**src/hw/rtl/jptl_pkg.sv**
```systemverilog
package jptl_pkg;

  localparam int JOINT_W    = 3;
  localparam int ANGLE_W    = 32;
  localparam int GAIN_W     = 20;
  localparam int TORQUE_W   = 24;
  localparam int INTEG_W    = 48;
  localparam int TS_W       = 24;
  localparam int ELIM_W     = 29;
  localparam int TLIM_W     = 23;
  localparam int CFG_IDX_W  = 2;
  localparam int CFG_DATA_W = 29;

  localparam int NUM_JOINTS_DEF   = 7;
  localparam int LARGE_JOINTS_DEF = 4;

  localparam logic [TS_W-1:0]   TS_RST         = TS_W'(16777);
  localparam logic [ELIM_W-1:0] ELIM_RST       = ELIM_W'(4685083);
  localparam logic [TLIM_W-1:0] TLIM_LARGE_RST = TLIM_W'(2949120);
  localparam logic [TLIM_W-1:0] TLIM_SMALL_RST = TLIM_W'(1474560);

  typedef enum logic [CFG_IDX_W-1:0] {
    REG_TIME_STEP          = 2'd0,
    REG_ERROR_LIMIT        = 2'd1,
    REG_TORQUE_LIMIT_LARGE = 2'd2,
    REG_TORQUE_LIMIT_SMALL = 2'd3
  } cfg_reg_t;

endpackage

```
**src/hw/rtl/jptl_integ_store.sv**
```systemverilog
module jptl_integ_store #(
  parameter int DEPTH = jptl_pkg::NUM_JOINTS_DEF,
  parameter int AW    = 3
) (
  input  logic                          clk,
  input  logic                          rst_n,
  input  logic                          rd_en,
  input  logic [AW-1:0]                 rd_addr,
  output logic [jptl_pkg::INTEG_W-1:0]  rd_data,
  input  logic                          wr_en,
  input  logic [AW-1:0]                 wr_addr,
  input  logic [jptl_pkg::INTEG_W-1:0]  wr_data
);
  import jptl_pkg::*;

  logic [INTEG_W-1:0] mem_r [DEPTH];
  logic [DEPTH-1:0]   vld_r;
  logic [INTEG_W-1:0] rd_data_r;
  logic               rd_vld_r;

  always_ff @(posedge clk) begin
    if (wr_en) begin
      mem_r[wr_addr] <= wr_data;
    end
    if (rd_en) begin
      rd_data_r <= mem_r[rd_addr];
    end
  end

  always_ff @(posedge clk) begin
    if (!rst_n) begin
      vld_r    <= '0;
      rd_vld_r <= 1'b0;
    end else begin
      if (wr_en) begin
        vld_r[wr_addr] <= 1'b1;
      end
      if (rd_en) begin
        rd_vld_r <= vld_r[rd_addr];
      end
    end
  end

  // unwritten entries read as zero
  assign rd_data = rd_vld_r ? rd_data_r : '0;

endmodule

```
**config.mk**
```make
export PLATFORM = sky130hd
export DESIGN_NAME = jptl_integ_store
export DESIGN_NICKNAME = d
export VERILOG_FILES = /design/src/hw/rtl/jptl_pkg.sv /design/src/hw/rtl/jptl_integ_store.sv
export SDC_FILE = /design/constraint.sdc
export NUM_CORES = 1
export LEC_CHECK = 0
export BUFFER_PORTS_ARGS = -buffer_cell sky130_fd_sc_hd__buf_2
export CAP_MARGIN = 10
export CORE_MARGIN = 2
export CORE_UTILIZATION = 55
export DETAILED_ROUTE_END_ITERATION = 8
export PLACE_DENSITY = 0.74
export SLEW_MARGIN = 20
export SYNTH_ARGS = -nofsm -noshare
export SYNTH_HDL_FRONTEND = slang
export SYNTH_SLANG_ARGS = --single-unit
export TNS_END_PERCENT = 50
```
**constraint.sdc**
```tcl
create_clock -name clk -period 5.8 [get_ports clk]
set_input_delay 0.29 -clock clk [delete_from_list [all_inputs] [get_ports clk]]
set_output_delay 0.29 -clock clk [all_outputs]
set_load 0.02 [all_outputs]
```
* Word level (Yosys, flattened, before mapping)
Memory sizes are Yosys's and may differ from the RTL's. A register that Yosys moved wholly into a read port is not among the register bits.
Index checks and enable logic that the tools add are counted.
** Storage, ports and cells
- Register bits :: 8
- Latch bits :: 0
- Bits in writable memories :: 336
- Bits in read-only memories :: 0
- Input port bits :: 58
- Output and inout bits :: 48
- Word-level logic and storage cells :: 15
- Memories :: 1
** Memory list
- mem_r :: words 7, bits a word 48, read ports 1, clocked after Yosys merged registers in 1, write ports 1, RTL line jptl_integ_store.sv:16 : logic [INTEG_W-1:0] mem_r [DEPTH];
** Operators by class
- Add/sub/neg operators :: 0
- Multipliers :: 0
- Div/mod/pow operators :: 0
- $lt $le $gt $ge :: 3
- Equal/unequal tests :: 0
- Shifts and indexed selects :: 0
- Mux-type cells :: 7
- Bitwise gates (word level) :: 1
- Reduce and logical (&&, ||, !) cells :: 1
** Operator list (number)
- two-way mux 48 bit :: 1
- < comparator 3 x 4 -> 1 bit (second input constant) :: 2
- bitwise OR 7 bit :: 1
- two-way mux 1 bit :: 4
- binary-select mux 1 bit (select 3 bit) :: 1
- demux 1 bit (select 3 bit) :: 1
- >= comparator 3 x 1 -> 1 bit (second input constant) :: 1
- logical AND 1 bit :: 1

* Depth between registers and ports, before layout
- Word-level depth :: 5
- Depth in mapped cells :: 6
- Gate-level depth less buffers :: 3

* Worst setup path after synthesis
OpenSTA, ideal clock, no wires.
- Path kind :: input to register
- Start point :: input port wr_addr[0]
- End point :: memory mem_r[0][0] (enable)
- Library setup time :: 516 ps
- Arrival time :: 3799 ps
- Required time :: 5284 ps
- Slack :: 1485 ps
- Stages :: 2
- Buffers on the path :: 0
- Cell sequence :: nand2b_1 -> nor3_1
** RTL lines
- start: declaration :: RTL line jptl_integ_store.sv:11 : input logic [AW-1:0] wr_addr,
- end: declaration :: RTL line jptl_integ_store.sv:16
No word-level cell before the write port.

* Worst setup path after layout
- Start point :: register rd_vld_r
- End point :: output port rd_data[0] in the netlist's numbering
** On the way
- Cells in the longest elaborated chain, start to end :: 1
** Ends and longest elaborated chain
- start: declaration :: RTL line jptl_integ_store.sv:19 : logic rd_vld_r;
- start signal: assignment :: RTL line jptl_integ_store.sv:39 : rd_vld_r <= vld_r[rd_addr];
- two-way mux 48 bit :: RTL line jptl_integ_store.sv:45 : assign rd_data = rd_vld_r ? rd_data_r : '0;
- end: declaration :: RTL line jptl_integ_store.sv:9 : output logic [jptl_pkg::INTEG_W-1:0] rd_data,
Every way passes these cells.

==> reports/metrics.csv <==
stage,metric,value,unit
status,outcome,"complete, no violations",
yosys,Syn Inst Count,744,
final_layout,Layout Nets,923,
clock_network,Num CTS Buffers,39,
final_layout,Syn-to-layout area delta,14.0,%
grt,Congestion Overflow GR,0,
power_and_ir_drop,Max VDD drop,0.000289,V
final_layout,most frequent cells in the layout,"384 x edfxtp_1, 103 x buf_2, 51 x mux2i_1",
grt,vias in the first global route,7128,
yosys,Post-synth ARST share,0,
grt,antenna violations before repair,4,
grt,GR Util met3,0.0400,
grt,GR Util met1,0.285,
final_layout,"Core Util, Final",0.635,
setup_path,Setup crit end kind,output pin,
grt,wire length of the first global-routing pass,41600,um
drt,first-pass detailed-route iteration total,4,
timing,unrepaired setup endpoints after global routing,false,
drt,1st-iter DRT viols,698,
power_and_ir_drop,Pwr Density,349,nW/um^2
floorplanning,Die Y,169,um
clock_network,CTS Buffer Depth,3,
yosys,Synth Warn #,0,
floorplanning,die area,28400,um^2
placement,GPL Wtd Cong,0.675,
setup_path,crit-path max FO,49,
setup_path,CP Data Arrival Time,2.04,ns
drt,antenna-violating nets left,0,
timing,final worst-path cycle share,0.403,
clock_network,CTS tree,done,
timing,post-layout min period,2.33,ns
grt,largest net degree at the start of global routing,67,
clock_network,cts repair resizes,0,
clock_network,Worst-path clk slew,0.06,ns
timing,fmax,428,MHz
yosys,Mapped Area,14900,um^2
grt,most used routing layer,met2,
placement,port bufs,105,
clock_network,Clock Tree Root,clkbuf_16,
timing,final setup vio count,0,
yosys,"Avg Cell Area, Syn",20.0,um^2
power_and_ir_drop,Leakage,5.88,nW
timing,clock skew,0.0140,ns
drt,DR DRC count,0,
clock_network,"Setup Fix Bufs, Post-CTS",0,
power_and_ir_drop,Total Power,5.94,mW
yosys,#FFs+latches synth,392,
timing,setup TNS,0,ns
floorplanning,Core ar.,26800,um^2
clock_network,clock sinks,392,
timing,endpoints failing hold,0,
yosys,syn nets,802,
timing,Worst-Margin Slew,1.03,ns
setup_path,CP required,5.51,ns
clock_network,cts hold-fix bufs,0,
yosys,sequential share of the synthesized area,0.784,
final_layout,"commonest non-fill, non-tap cell in the layout",edfxtp_1,
floorplanning,Ports,106,
drt,WL/cell,22.1,um
floorplanning,# rows,60,
timing,Rel. slew slack,0.313,
final_layout,Fill cells,1799,
clock_network,CTS H-tree lvls,2,
clock_network,clock latency on the worst-skew pair,0.52,ns
floorplanning,Initial Utilization,0.556,
placement,DP HPWL,13400,um
yosys,Synth cell types,19,
job,MaxCap Viol Count,0,
drt,post-DR vias/cell,5.72,
floorplanning,DIE WIDTH,169,um
grt,met2 usage,0.310,
setup_path,Worst Setup Start Kind,flip-flop,
yosys,Post-synth EDFFs,384,
timing,fin. max-slew vios,0,
yosys,top_reg_cell synth,edfxtp_1,
final_layout,fraction of layout cells with a size suffix above 1,0.308,
drt,DRT Wirelength,27400,um
worst_hold_path,Hold Crit Class,input pin to flip-flop,
setup_path,critical path type,flip-flop to output pin,
drt,via count,7069,
grt,Tot GR Track Use,0.196,
## layer usage
layer | vias up | wire (um)
li1 | 3180 | -
met1 | 3632 | 12100
met2 | 208 | 13100
met3 | 45 | 1610
met4 | 4 | 495
met5 | - | 30
## area by class of cell
type                    count  area [um^2]  share of cell area
repair buffers            118          632              0.0372
well taps                 341          427              0.0251
diodes                      2         5.00            0.000294
clock inverters            20          185              0.0109
clock buffers              48         1020              0.0600
flip-flops and latches    392        11700               0.687
multi-input cells         314         3050               0.179
## worst max-delay path, stage by stage (launching register included)
cell     delay (ns)
dfxtp_2        1.01
and2_1         0.33
buf_2          0.19
## flip-flops by register name, indices dropped and copies added, names as in the netlist
name,cells
vld_r,7
mem_r,336
rd_data_r,48
rd_vld_r,1
## final timing paths
| path | from | endpoint | slack, ns | depth (start not counted) |
|---|---|---|---|---|
| setup / recovery | rd_vld_r$_SDFFE_PN0P_ | rd_data[0] | 3.47 | 2 |
| hold / removal | wr_data[18] | mem_r[6][18]$_DFFE_PP_ | 0.03 | 1 |
| setup reg to reg | rd_vld_r$_SDFFE_PN0P_ | rd_vld_r$_SDFFE_PN0P_ | 4.35 | 2 |
| hold reg to reg | vld_r[4]$_SDFFE_PN0P_ | vld_r[4]$_SDFFE_PN0P_ | 0.47 | 1 |
## stage by stage
step	cell area [um^2]	hold slack [ns]	cells	setup slack, ns
floorplan	14900	0.380	744	1.49
global placement	15800	0.446	1165	3.19
detailed placement	15800	0.453	1165	3.16
CTS	17000	0.00450	1233	3.40
global route	17000	0.0212	1233	3.35
finish	17000	0.0254	1235	3.47
## power by group
group | internal [mW] | switching, mW | total [mW] | leakage (nW)
Clock | 1.38 | 0.986 | 2.37 | 0.582
Sequential | 3.23 | 0.0328 | 3.26 | 3.59
Combinational | 0.128 | 0.175 | 0.302 | 1.71
## cell families after synthesis
kind of cell           count (synthesis)  share of synthesized area
buffers and inverters                 38                     0.0149
AND/OR/NAND/NOR                      109                     0.0363
multiplexers                         148                      0.144
AO/OA/AOI/OAI                         57                     0.0203
flip-flops                           392                      0.784
## synthesized netlist by cell type, types with 5 or more instances
| library cell | instances | area share |
|---|---|---|
| nand2_1 | 50 | 0.013 |
| and2_1 | 48 | 0.020 |
| edfxtp_1 | 384 | 0.77 |
| buf_6 | 6 | 0.0045 |
| o21ai_0 | 49 | 0.016 |
| mux4_2 | 49 | 0.074 |
| clkbuf_1 | 20 | 0.0050 |
| o21a_1 | 7 | 0.0035 |
| mux2_2 | 48 | 0.036 |
| dfxtp_1 | 8 | 0.011 |
| nor2_1 | 5 | 0.0013 |
| mux2i_1 | 51 | 0.034 |
Power figures use the tool's default switching activity.
